File: src/rtl/core/modular_exponentiation_macros.svh
// Assertion macros shared by the RTL; each expects clk_i and rst_ni in scope.
`ifndef MODULAR_EXPONENTIATION_MACROS_SVH
`define MODULAR_EXPONENTIATION_MACROS_SVH

// Same-cycle implication.
`define MODEXP_ASSERT_NOW(label, ante, cons) \
  label: assert property (@(posedge clk_i) disable iff (!rst_ni) (ante) |-> (cons)) \
    else $error("modexp assertion failed");

// Next-cycle implication.
`define MODEXP_ASSERT_NEXT(label, ante, cons) \
  label: assert property (@(posedge clk_i) disable iff (!rst_ni) (ante) |=> (cons)) \
    else $error("modexp assertion failed");

`endif

File: src/rtl/core/modexp_pkg.sv
`default_nettype none

package modexp_pkg;

  localparam int unsigned CFG_IDX_W = 2;

  localparam logic [CFG_IDX_W-1:0] REG_MODULUS  = 2'd0;
  localparam logic [CFG_IDX_W-1:0] REG_EXPONENT = 2'd1;

  localparam logic [63:0] MODULUS_RESET  = 64'd2;
  localparam logic [63:0] EXPONENT_RESET = 64'd65537;

  typedef struct packed {
    logic busy;
    logic done;
  } mm_stat_t;

endpackage

`default_nettype wire

File: src/rtl/core/modexp_mulmod.sv
`default_nettype none
`include "modular_exponentiation_macros.svh"

module modexp_mulmod import modexp_pkg::*; #(
  parameter int unsigned WIDTH = 32
) (
  input  wire logic             clk_i,
  input  wire logic             rst_ni,
  input  wire logic             start_i,
  input  wire logic [WIDTH-1:0] x_i,
  input  wire logic [WIDTH-1:0] y_i,
  input  wire logic [WIDTH-1:0] n_i,
  output mm_stat_t              stat_o,
  output logic      [WIDTH-1:0] p_o
);

  localparam int unsigned CW = $clog2(WIDTH);

  logic             busy_q, busy_d;
  logic             done_q, done_d;
  logic [CW-1:0]    cnt_q, cnt_d;
  logic [WIDTH-1:0] acc_q, acc_d;
  logic [WIDTH-1:0] x_q, x_d;
  logic [WIDTH-1:0] y_q, y_d;

  logic [WIDTH:0]   dbl, dbl_red, sum, sum_red;
  logic [WIDTH-1:0] step;

  always_comb begin
    dbl     = {acc_q, 1'b0};
    dbl_red = (dbl >= {1'b0, n_i}) ? dbl - {1'b0, n_i} : dbl;
    sum     = {1'b0, dbl_red[WIDTH-1:0]} + {1'b0, x_q};
    sum_red = (sum >= {1'b0, n_i}) ? sum - {1'b0, n_i} : sum;
    step    = y_q[WIDTH-1] ? sum_red[WIDTH-1:0] : dbl_red[WIDTH-1:0];
  end

  always_comb begin
    busy_d = busy_q;
    done_d = 1'b0;
    cnt_d  = cnt_q;
    acc_d  = acc_q;
    x_d    = x_q;
    y_d    = y_q;
    if (start_i) begin
      busy_d = 1'b1;
      cnt_d  = CW'(WIDTH - 1);
      acc_d  = '0;
      x_d    = x_i;
      y_d    = y_i;
    end else if (busy_q) begin
      acc_d = step;
      y_d   = {y_q[WIDTH-2:0], 1'b0};
      if (cnt_q == '0) begin
        busy_d = 1'b0;
        done_d = 1'b1;
      end else begin
        cnt_d = cnt_q - 1'b1;
      end
    end
  end

  always_ff @(posedge clk_i or negedge rst_ni) begin
    if (!rst_ni) begin
      busy_q <= 1'b0;
      done_q <= 1'b0;
      cnt_q  <= '0;
    end else begin
      busy_q <= busy_d;
      done_q <= done_d;
      cnt_q  <= cnt_d;
    end
  end

  always_ff @(posedge clk_i) begin
    acc_q <= acc_d;
    x_q   <= x_d;
    y_q   <= y_d;
  end

  assign stat_o.busy = busy_q;
  assign stat_o.done = done_q;
  assign p_o         = acc_q;

  `MODEXP_ASSERT_NOW(a_no_restart, start_i, !busy_q)
  `MODEXP_ASSERT_NOW(a_done_idle, done_q, !busy_q)
  `MODEXP_ASSERT_NEXT(a_last_step_done, busy_q && !start_i && cnt_q == '0, done_q)

endmodule

`default_nettype wire

File: src/rtl/core/modular_exponentiation.sv
// A modulus below two answers 0, with done_o in the cycle after start_i.
// One item at a time: each product is formed in turn by the shift-add modular multiplier.
// done_o strobes for one cycle with power_residue_o; the receiver cannot stall.
// Reset (rst_ni low, asynchronous) clears the sequencer; modulus 2, exponent 65537.
`default_nettype none
`include "modular_exponentiation_macros.svh"

module modular_exponentiation import modexp_pkg::*; #(
  parameter int unsigned WIDTH = 32
) (
  input  wire logic                 clk_i,
  input  wire logic                 rst_ni,
  input  wire logic                 cfg_we_i,
  input  wire logic [CFG_IDX_W-1:0] cfg_idx_i,
  input  wire logic [WIDTH-1:0]     cfg_wdata_i,
  input  wire logic                 start_i,
  output logic                      busy_o,
  input  wire logic [WIDTH-1:0]     base_i,
  output logic                      done_o,
  output logic [WIDTH-1:0]          power_residue_o
);

  localparam int unsigned BW = $clog2(WIDTH);

  localparam logic [1:0] ST_IDLE   = 2'd0;
  localparam logic [1:0] ST_REDUCE = 2'd1;
  localparam logic [1:0] ST_SQUARE = 2'd2;
  localparam logic [1:0] ST_MULT   = 2'd3;

  logic [1:0]       state_q, state_d;
  logic [BW-1:0]    bit_q, bit_d;
  logic             go_q, go_d;
  logic             done_q, done_d;
  logic [WIDTH-1:0] modulus_q, exponent_q;
  logic [WIDTH-1:0] mx_q, mx_d, my_q, my_d;
  logic [WIDTH-1:0] b_q, b_d;
  logic [WIDTH-1:0] res_q, res_d;

  mm_stat_t         mm_stat;
  logic [WIDTH-1:0] mm_p;
  logic             mod_ok;

  assign mod_ok = |modulus_q[WIDTH-1:1];

  modexp_mulmod #(
    .WIDTH (WIDTH)
  ) u_mulmod (
    .clk_i   (clk_i),
    .rst_ni  (rst_ni),
    .start_i (go_q),
    .x_i     (mx_q),
    .y_i     (my_q),
    .n_i     (modulus_q),
    .stat_o  (mm_stat),
    .p_o     (mm_p)
  );

  always_ff @(posedge clk_i or negedge rst_ni) begin
    if (!rst_ni) begin
      modulus_q  <= WIDTH'(MODULUS_RESET);
      exponent_q <= WIDTH'(EXPONENT_RESET);
    end else if (cfg_we_i) begin
      unique case (cfg_idx_i)
        REG_MODULUS:  modulus_q  <= cfg_wdata_i;
        REG_EXPONENT: exponent_q <= cfg_wdata_i;
        default: ;
      endcase
    end
  end

  always_comb begin
    state_d = state_q;
    bit_d   = bit_q;
    go_d    = 1'b0;
    done_d  = 1'b0;
    mx_d    = mx_q;
    my_d    = my_q;
    b_d     = b_q;
    res_d   = res_q;
    unique case (state_q)
      ST_IDLE: begin
        if (start_i) begin
          if (mod_ok) begin
            // reduce the base as 1 * base mod n
            mx_d    = WIDTH'(1);
            my_d    = base_i;
            go_d    = 1'b1;
            state_d = ST_REDUCE;
          end else begin
            res_d  = '0;
            done_d = 1'b1;
          end
        end
      end
      ST_REDUCE: begin
        if (mm_stat.done) begin
          b_d     = mm_p;
          bit_d   = BW'(WIDTH - 1);
          mx_d    = WIDTH'(1);
          my_d    = WIDTH'(1);
          go_d    = 1'b1;
          state_d = ST_SQUARE;
        end
      end
      ST_SQUARE: begin
        if (mm_stat.done) begin
          if (exponent_q[bit_q]) begin
            mx_d    = mm_p;
            my_d    = b_q;
            go_d    = 1'b1;
            state_d = ST_MULT;
          end else if (bit_q == '0) begin
            res_d   = mm_p;
            done_d  = 1'b1;
            state_d = ST_IDLE;
          end else begin
            bit_d = bit_q - 1'b1;
            mx_d  = mm_p;
            my_d  = mm_p;
            go_d  = 1'b1;
          end
        end
      end
      ST_MULT: begin
        if (mm_stat.done) begin
          if (bit_q == '0) begin
            res_d   = mm_p;
            done_d  = 1'b1;
            state_d = ST_IDLE;
          end else begin
            bit_d   = bit_q - 1'b1;
            mx_d    = mm_p;
            my_d    = mm_p;
            go_d    = 1'b1;
            state_d = ST_SQUARE;
          end
        end
      end
      default: state_d = ST_IDLE;
    endcase
  end

  always_ff @(posedge clk_i or negedge rst_ni) begin
    if (!rst_ni) begin
      state_q <= ST_IDLE;
      bit_q   <= '0;
      go_q    <= 1'b0;
      done_q  <= 1'b0;
    end else begin
      state_q <= state_d;
      bit_q   <= bit_d;
      go_q    <= go_d;
      done_q  <= done_d;
    end
  end

  always_ff @(posedge clk_i) begin
    mx_q  <= mx_d;
    my_q  <= my_d;
    b_q   <= b_d;
    res_q <= res_d;
  end

  assign busy_o          = (state_q != ST_IDLE);
  assign done_o          = done_q;
  assign power_residue_o = res_q;

  `MODEXP_ASSERT_NOW(a_done_in_idle, done_q, state_q == ST_IDLE)
  `MODEXP_ASSERT_NOW(a_go_while_busy, go_q, state_q != ST_IDLE && !mm_stat.busy)
  `MODEXP_ASSERT_NEXT(a_start_runs, start_i && !busy_o && mod_ok, busy_o && go_q)

endmodule

`default_nettype wire
File: config.mk
export PLATFORM = sky130hd
export DESIGN_NAME = modular_exponentiation
export DESIGN_NICKNAME = d
export VERILOG_FILES = /design/src/rtl/core/modexp_pkg.sv /design/src/rtl/core/modexp_mulmod.sv /design/src/rtl/core/modular_exponentiation.sv
export VERILOG_INCLUDE_DIRS = /design/src /design/src/rtl/core
export SDC_FILE = /design/constraint.sdc
export NUM_CORES = 1
export LEC_CHECK = 0
export BUFFER_PORTS_ARGS = -buffer_cell sky130_fd_sc_hd__buf_2
export CAP_MARGIN = 0
export CELL_PAD_IN_SITES_DETAIL_PLACEMENT = 0
export CELL_PAD_IN_SITES_GLOBAL_PLACEMENT = 1
export CORE_UTILIZATION = 49
export DETAILED_ROUTE_END_ITERATION = 7
export HOLD_SLACK_MARGIN = 0.15
export PLACE_DENSITY_LB_ADDON = 0.1
export SLEW_MARGIN = 25
export SYNTH_ARGS = -nofsm -noshare
export SYNTH_HDL_FRONTEND = slang
export SYNTH_SLANG_ARGS = --single-unit
export TNS_END_PERCENT = 10
File: constraint.sdc
create_clock -name clk_i -period 9.6 [get_ports clk_i]
set_input_delay 0.96 -clock clk_i [delete_from_list [all_inputs] [get_ports clk_i]]
set_output_delay 0.96 -clock clk_i [all_outputs]
set_load 0.01 [all_outputs]
# Word level (Yosys, flattened, before mapping)
# Index checks and enable logic that the tools add are counted.
# word_totals
ff_bits,304
latch_bits,0
ram_bits,0
mem_bits_ro,0
in_bits,70
out_inout_bits,34
wordCells,122
mem_count,0
# classes
add_sub_neg,5
n_mul,0
div_mod_pow,0
order_cmp,3
n_eq_ne,13
shifts,0
n_mux,68
n_bitwise,0
reduce_logical,17
# op_table
operator,n
two-way mux 32 bit,24
one-hot mux 32 bit (4 select lines),2
one-hot mux 32 bit (3 select lines),1
greater-or-equal comparator 33 x 32 -> 1 bit,2
subtractor 32 bit,2
two-way mux 5 bit,8
adder 32 x 32 -> 33 bit,1
OR reduction 31 bit,1
two-way mux 1 bit,20
two-way mux 2 bit,8
one-hot mux 5 bit (3 select lines),1
AND reduction 6 bit,2
logical NOT 5 bit,2
!= test 2 bit (second input constant),5
AND reduction 5 bit,2
subtractor 5 x 1 -> 5 bit (second input constant),2
one-hot mux 2 bit (4 select lines),1
AND reduction 2 bit,4
< comparator 5 x 6 -> 1 bit (second input constant),1
!= test 2 x 1 -> 1 bit (second input constant),3
nonzero test 3 bit,2
binary-select mux 1 bit (select 5 bit),1
equality test 2 x 1 -> 1 bit (second input constant),2
equality test 2 bit (second input constant),2
other kinds (5),7

# Depth between registers and ports, before layout
# Gate-level depths: netlist of the first run.
# depth
word_depth,6
depth_mapped,35
ltp_nobuf,32

# By module
# Synthesis of the first run repeated with hierarchy kept, for this count alone.
# hier_totals
hier_cells,1903
area_unflattened_um2,19187.2
# modules_own_cells
module,n_inst,cells_each,area_per_inst_um2
modexp_mulmod,1,1163,9905.8
modular_exponentiation,1,740,9281.4

# Least setup slack after synthesis of the first run
# Ideal clock, no wire load.
# synth_timing
kind,register to register
start,register modulus_q[1]
end,register u_mulmod.acc_q[28] (netlist: u_mulmod.p_o[28])
setup_time_ns,0.117
t_arrival_ns,6.767
t_required_ns,9.483
setup_slack_ns,2.715
stages_incl_launch_ff,32
path_buffers,2
synth_period_minus_slack_ns,6.885
cell_sequence,dfstp_2 -> inv_1 -> ha_1 -> ha_1 -> and4_1 -> nand2_1 -> nor3_1 -> and4bb_2 -> a2111oi_4 -> nand3_2 -> buf_2 -> mux2_1 -> ha_1 -> a21o_1 -> a221oi_2 -> a21oi_4 -> o311ai_2 -> nand2_1 -> a22o_1 -> a41oi_2 -> xnor2_1 -> ha_1 -> a21oi_1 -> o21ai_0 -> a211oi_1 -> nor2_1 -> nor4b_1 -> nand3_2 -> buf_2 -> nor3_1 -> a31oi_1 -> a32o_1
# synth_via
elab_chain_len,6
# synth_rtl
element,line_no,source
start: declaration,modular_exponentiation.sv:34,"logic [WIDTH-1:0] modulus_q, exponent_q;"
start signal: assignment,modular_exponentiation.sv:60,modulus_q <= WIDTH'(MODULUS_RESET);
start signal: assignment,modular_exponentiation.sv:64,REG_MODULUS: modulus_q <= cfg_wdata_i;
subtractor 32 bit / greater-or-equal comparator 33 x 32 -> 1 bit (equally long branches),modexp_mulmod.sv:31,"dbl_red = (dbl >= {1'b0, n_i}) ? dbl - {1'b0, n_i} : dbl;"
two-way mux 32 bit,modexp_mulmod.sv:31,
adder 32 x 32 -> 33 bit,modexp_mulmod.sv:32,"sum = {1'b0, dbl_red[WIDTH-1:0]} + {1'b0, x_q};"
subtractor 32 bit / greater-or-equal comparator 33 x 32 -> 1 bit (equally long branches),modexp_mulmod.sv:33,"sum_red = (sum >= {1'b0, n_i}) ? sum - {1'b0, n_i} : sum;"
two-way mux 32 bit,modexp_mulmod.sv:33,
two-way mux 32 bit (*),modexp_mulmod.sv:34,step = y_q[WIDTH-1] ? sum_red[WIDTH-1:0] : dbl_red[WIDTH-1:0];
end signal: assignment,modexp_mulmod.sv:75,acc_q <= acc_d;
end: declaration,modexp_mulmod.sv:22,"logic [WIDTH-1:0] acc_q, acc_d;"
# Mark *: on every way between the ends. The rest lies on a longest branch, timed or not.
# A chain may end at the register's enable or synchronous reset.

# Worst setup path after layout of the first run
# layout_timing
start,register u_mulmod.acc_q[2] (netlist: u_mulmod.p_o[2])
end,register u_mulmod.acc_q[15] (netlist: u_mulmod.p_o[15])
# layout_via
elab_chain_len,6
# layout_rtl
element,line_no
subtractor 32 bit / greater-or-equal comparator 33 x 32 -> 1 bit (equally long branches),modexp_mulmod.sv:31
two-way mux 32 bit (*),modexp_mulmod.sv:31
adder 32 x 32 -> 33 bit,modexp_mulmod.sv:32
subtractor 32 bit / greater-or-equal comparator 33 x 32 -> 1 bit (equally long branches),modexp_mulmod.sv:33
two-way mux 32 bit,modexp_mulmod.sv:33
two-way mux 32 bit (*),modexp_mulmod.sv:34
# Marks and branches as above.

==> results of run 1 <==
final timing paths:
kind	slack [ns]	to	start
hold reg to reg	0.44	u_mulmod.x_q[21]	mx_q[21]
hold / removal	0.34	exponent_q[8]	rst_ni
setup reg to reg	0.99	u_mulmod.p_o[15]	u_mulmod.p_o[2]
max in group asynchronous	8.20	go_q	rst_ni
min in group clk_i	0.44	u_mulmod.x_q[21]	mx_q[21]
setup / recovery	0.99	u_mulmod.p_o[15]	u_mulmod.p_o[2]
metal layers:
metal | up-vias | routed length (um) | global-route usage
met5 | - | 13 | 0
met4 | 2 | 1362 | 0.08585
li1 | 7174 | - | -
met3 | 79 | 5172 | 0.05617
met1 | 7547 | 26820 | 0.4473
met2 | 604 | 26480 | 0.4700
logic make-up after synthesis:
group | after synthesis | share of synthesized area
simple gates | 568 | 0.1402
mux | 127 | 0.07599
compound gates | 543 | 0.1875
fa+ha+maj | 102 | 0.06938
flops | 304 | 0.4493
buf+inv | 174 | 0.03963
xor+xnor | 81 | 0.03790
metrics by stage:
step	utilization	hold WS (ns)
2_1_floorplan	-	0.4262
3_3_place_gp	0.5229	0.4322
3_5_place_dp	0.5229	0.4318
4_1_cts	0.5549	0.3236
5_1_grt	0.5549	0.3517
6_report	0.5551	0.3357
registers in the layout, indices dropped and copies added (netlist names), 5 cells and up:
signal           count
b_q                 32
bit_q                5
exponent_q          32
modulus_q           32
mx_q                32
my_q                32
power_residue_o     32
u_mulmod.cnt_q       5
u_mulmod.p_o        32
u_mulmod.x_q        32
u_mulmod.y_q        32
final cells by class:
cell class,count,area (sq um),area share
Sequential cell,304,8416,0.4025
Multi-Input combinational cell,1421,9589,0.4586
Antenna cell,3,7.507,0.0003590
Inverter,80,301.5,0.01442
Tap cell,511,639.4,0.03058
Clock buffer,44,982.2,0.04698
Timing Repair Buffer,134,750.7,0.03590
Clock inverter,21,222.7,0.01065
placed cells by master (no fill, tap or decap), types with 21 or more instances in the layout:
cell type and count:
nor3_1 24, xnor2_1 54, a21oi_1 194, clkbuf_16 37, dfxtp_1 32, buf_4 32, nor2_1 98, a31oi_1 26
mux2i_1 45, xor2_1 27, edfxtp_1 192, ha_1 99, nand4_1 21, dfrtp_1 76, mux2_2 76, o21ai_0 82
buf_2 102, o22ai_1 37, a21o_1 40, inv_1 77, nand2_1 272, and3_1 43
cell usage after synthesis, drive strengths merged, types with 6 or more instances:
library cell	count	area [sq um]
a211o	8	70.07
a211oi	14	110.1
a21boi	8	60.06
a21o	41	309.1
a21oi	196	996.0
a22o	11	96.34
a31oi	27	175.2
a32o	6	60.06
and2	10	62.56
and3	47	299.0
and4	6	52.55
buf	27	160.1
clkbuf	67	281.5
dfrtp	77	1927
dfxtp	32	640.6
edfxtp	192	5766
ha	99	1239
inv	78	292.8
mux2	78	882.1
mux2i	45	450.4
nand2	274	1031
nand2b	11	68.82
nand3	22	120.1
nand4	21	131.4
nor2	100	375.4
nor2b	18	112.6
nor3	25	125.1
nor4	15	100.1
o211ai	12	90.09
o21a	19	142.6
o21ai	89	449.2
o21bai	14	105.1
o221ai	8	82.58
o22ai	37	231.5
xnor2	54	473.0
xor2	27	236.5
critical path, delay by kind of cell (launching register included):
| kind | cells | cell delay, ns |
|---|---|---|
| AO/OA/AOI/OAI | 14 | 3.24 |
| AND/OR/NAND/NOR | 7 | 2.64 |
| adder cells (fa/ha/maj) | 3 | 1.00 |
| flip-flops | 1 | 0.59 |
| multiplexers | 1 | 0.50 |
| buffers and inverters | 1 | 0.33 |
| XOR/XNOR | 1 | 0.17 |
==> results.md, run 1 <==
- Core Area: 37,670 sq um
- Filler instances: 3,457
- Fmax: 116.1 MHz
- Total number of vias: 15,406
- Syn Std Cell Area: 18,720 sq um
- Root buffer selected by CTS: clkbuf_16
- Least-Margin Pin Slew: 0.9669 ns
- CTS tree: yes
- First-pass GRT wire length: 89,560 um
- Top cell by count, worst path: ha_1
- Row count: 71
- Layout Nets: 2,150
- Syn. warnings: 0
- Htree depth: 2
- Tmin final: 8.610 ns
- Hold_buf cts: 0
- I/O Pins: 104
- Fin crit share: 0.8969
- Syn Nets: 2,071
- 1st-iter DRT viols: 1,407
- Hpwl dp: 43,400 um
- Layout cells sized above 1: 0.1597
- Top_reg_cell synth: edfxtp_1
- WP data arrival: 9.07 ns
- Clk sinks: 304
- Die Y: 197.5 um
- Initial antenna violation count: 2
- Die area: 38,990 sq um
- Wire length per cell: 23.77 um
- GRT overflow: 0
- Post-CTS Resized: 0
- FFs w/ async S/R, synth: 0.2632
- Clk slew on worst S/H paths: 0.06 ns
- Slowest stage delay, CP: 0.62 ns
- Pins over their slew limit: 0
- Final Non-Filler Cells: 2,518
- Port buffer count: 103
- Post-route cell area: 20,910 sq um
- Final wirelength: 59,840 um
- Max Cap Viol: 0
- Seq/Total Area, Yosys: 0.4493
- Startpoint Class: flop
- Critical Path Sink Type: flop
- Area grow syn2layout: 11.69%
- Synth Register Bits: 304
- Number of buffers created by CTS: 37
- Starting density of the core: 0.4970
- Clock buffer depth: 3
- Slew HR: 0.3554
- Syn avg cell area: 9.858 sq um
- Placement Cell Area: 19,700 sq um
- # setup viols final: 0
- Routability cong.: 0.9581
- WS Path Type: reg -> reg
- Hold crit path type: in -> async
- Count of cell types in the netlist: 94
- Post-CTS Setup Inserts: 0
- Clk_lat worst skew: 0.57 ns
- Vias in the first global route: 14,567
- Placed cell count: 2,450
- RSZ-0062 raised after global routing: no
- Die Wd: 197.5 um
- Reg2Reg Depth: 27
- Number of enable flip-flop cells after synthesis: 192
- Antenna Nets Post-Route: 0
- Largest net degree at the start of global routing: 65
- Final hold vios: 0
- CP max-delay cell: and3_1
- DRC Markers: 0
- Setup_tns: 0 ns
- Pre-CTS setup slack: 1.126 ns
- Final setup margin: 0.9896 ns
- Status: finished clean
- Maximum fanout along the worst path: 23
- Worst Path Required: 10.06 ns
- DRT Pass-1 Iters: 7
- Avg Vias per Cell: 6.118
- Gr usage total: 0.3085
- Cells after synthesis: 1,899
- Clk_skew: 0.02779 ns
Power of run 1 is not shown: default switching activity piles up to over one toggle a cycle in this logic, so the estimate is an artifact.
==> run 2, diff against run 1 <==
- ABC_CLOCK_PERIOD_IN_PS: default -> 10790
- CORE_UTILIZATION: 49 -> 53
- clock period: 9.6 -> 10.79 ns (I/O delays scaled with it)
==> results.md, run 2 (same netlist as run 1, synthesis figures left out) <==
- DRC Markers: 0
- Top cell by count, worst path: ha_1
- Layout cells sized above 1: 0.1561
- Hold_buf cts: 0
- Worst Path Required: 11.13 ns
- Die Y: 189.9 um
- Slew HR: 0.3340
- Layout Nets: 2,139
- Htree depth: 2
- Tmin final: 8.852 ns
- Root buffer selected by CTS: clkbuf_16
- Startpoint Class: flop
- Post-CTS Setup Inserts: 0
- Worst reg-to-reg setup slack: 1.94 ns
- CP max-delay cell: nand3_2
- I/O Pins: 104
- Clk_lat worst skew: 0.56 ns
- Most common cell after layout, fill and taps aside: nand2_1
- Most frequent cells in the layout: 272 x nand2_1, 194 x a21oi_1, 192 x edfxtp_1
- Gr usage total: 0.3237
- Wire length per cell: 23.73 um
- Maximum fanout along the worst path: 33
- Hold path cells: 0
- Clk slew on worst S/H paths: 0.06 ns
- Starting density of the core: 0.5406
- Row count: 68
- Status: finished clean
- Max Cap Viol: 0
- Hold crit path type: reg -> reg
- Reg2reg start: modulus_q[28]
- Area grow syn2layout: 10.69%
- Number of buffers created by CTS: 35
- Total number of vias: 15,263
- GRT overflow: 0
- Die Wd: 189.9 um
- Core Area: 34,630 sq um
- Hpwl dp: 41,650 um
- First-pass GRT wire length: 87,590 um
- Avg Vias per Cell: 6.230
- Fin crit share: 0.8204
- Least-Margin Pin Slew: 0.9990 ns
- Port buffer count: 103
- Clk sinks: 304
- CP top delay family: compound AO/OA/AOI/OAI gates
- Reg2reg end: u_mulmod.p_o[22]
- Critical Path Sink Type: flop
- RSZ-0062 raised after global routing: no
- Crit path buffers/inverters: 2
- Initial antenna violation count: 2
- Worst hold start: mx_q[18]
- Vias in the first global route: 14,571
- WP data arrival: 9.19 ns
- Final hold vios: 0
- Routability cong.: 0.9565
- Largest net degree at the start of global routing: 70
- Final wirelength: 58,130 um
- WS Path Type: reg -> reg
- Post-CTS Resized: 0
- Antenna Nets Post-Route: 0
- CTS tree: yes
- Slowest stage delay, CP: 0.72 ns
- WHS Endpoint: u_mulmod.x_q[18]
- DRT Pass-1 Iters: 5
- Setup_tns: 0 ns
- 1st-iter DRT viols: 1,339
- Reg2Reg Depth: 29
- Clk_skew: 0.01524 ns
- # setup viols final: 0
- Die area: 36,080 sq um
- Clock buffer depth: 3
- Pins over their slew limit: 0
- Fmax: 113.0 MHz
## run 2: changes by cell type in the layout (fill, tap and decap cells not counted), moves of 2 or more
cell / previous run / this run
buf_4: 32 / 23
clkinv_8: 0 / 2
clkbuf_1: 4 / 2
bufinv_16: 3 / 1
clkinv_4: 4 / 0
clkinv_2: 3 / 8
inv_6: 3 / 1
## run 2: how the worst max path moves through the flow
stage,from,endpoint,slack [ns],cells past startpoint
finish,modulus_q[28],u_mulmod.p_o[22],1.94,29
floorplan,modulus_q[1],u_mulmod.p_o[28],3.91,31
detailed placement,modulus_q[28],u_mulmod.p_o[31],2.07,30
CTS,modulus_q[1],u_mulmod.p_o[31],2.04,31
global route,modulus_q[1],u_mulmod.p_o[22],1.29,27
global placement,modulus_q[1],u_mulmod.p_o[31],2.19,28
## run 2: area by class of cell
cell class / instances / area (sq um)
fillers: 2962 / 13910
multi-input cells: 1421 / 9590
flip-flops and latches: 304 / 8416
clock buffers: 44 / 1013
repair buffers: 125 / 683.2
well taps: 455 / 569.3
inverters: 80 / 301.5
clock inverters: 18 / 140.1
diodes: 3 / 7.507
## run 2: per-layer routing
metal	share of wire	wire length (um)	vias to the layer above	track usage
met5	0	0	-	0
met4	0.028	1628	0	0.09988
met3	0.081	4699	68	0.06641
met2	0.44	25630	563	0.4848
met1	0.45	26170	7474	0.4687
li1	-	-	7158	-
## run 2: stage by stage
step	instance area, sq um	std cells	hold slack [ns]	worst slack, ns	util
6_report	20720	2450	0.4456	1.938	0.5984
5_1_grt	20710	2447	0.4553	1.292	0.5982
4_1_cts	20710	2447	0.4475	2.040	0.5981
3_5_place_dp	19560	2385	0.4343	2.065	0.5648
3_3_place_gp	19560	2385	0.4294	2.191	0.5648
2_1_floorplan	18720	1899	0.4262	3.905	-
Power of run 2 is left out for the same reason.
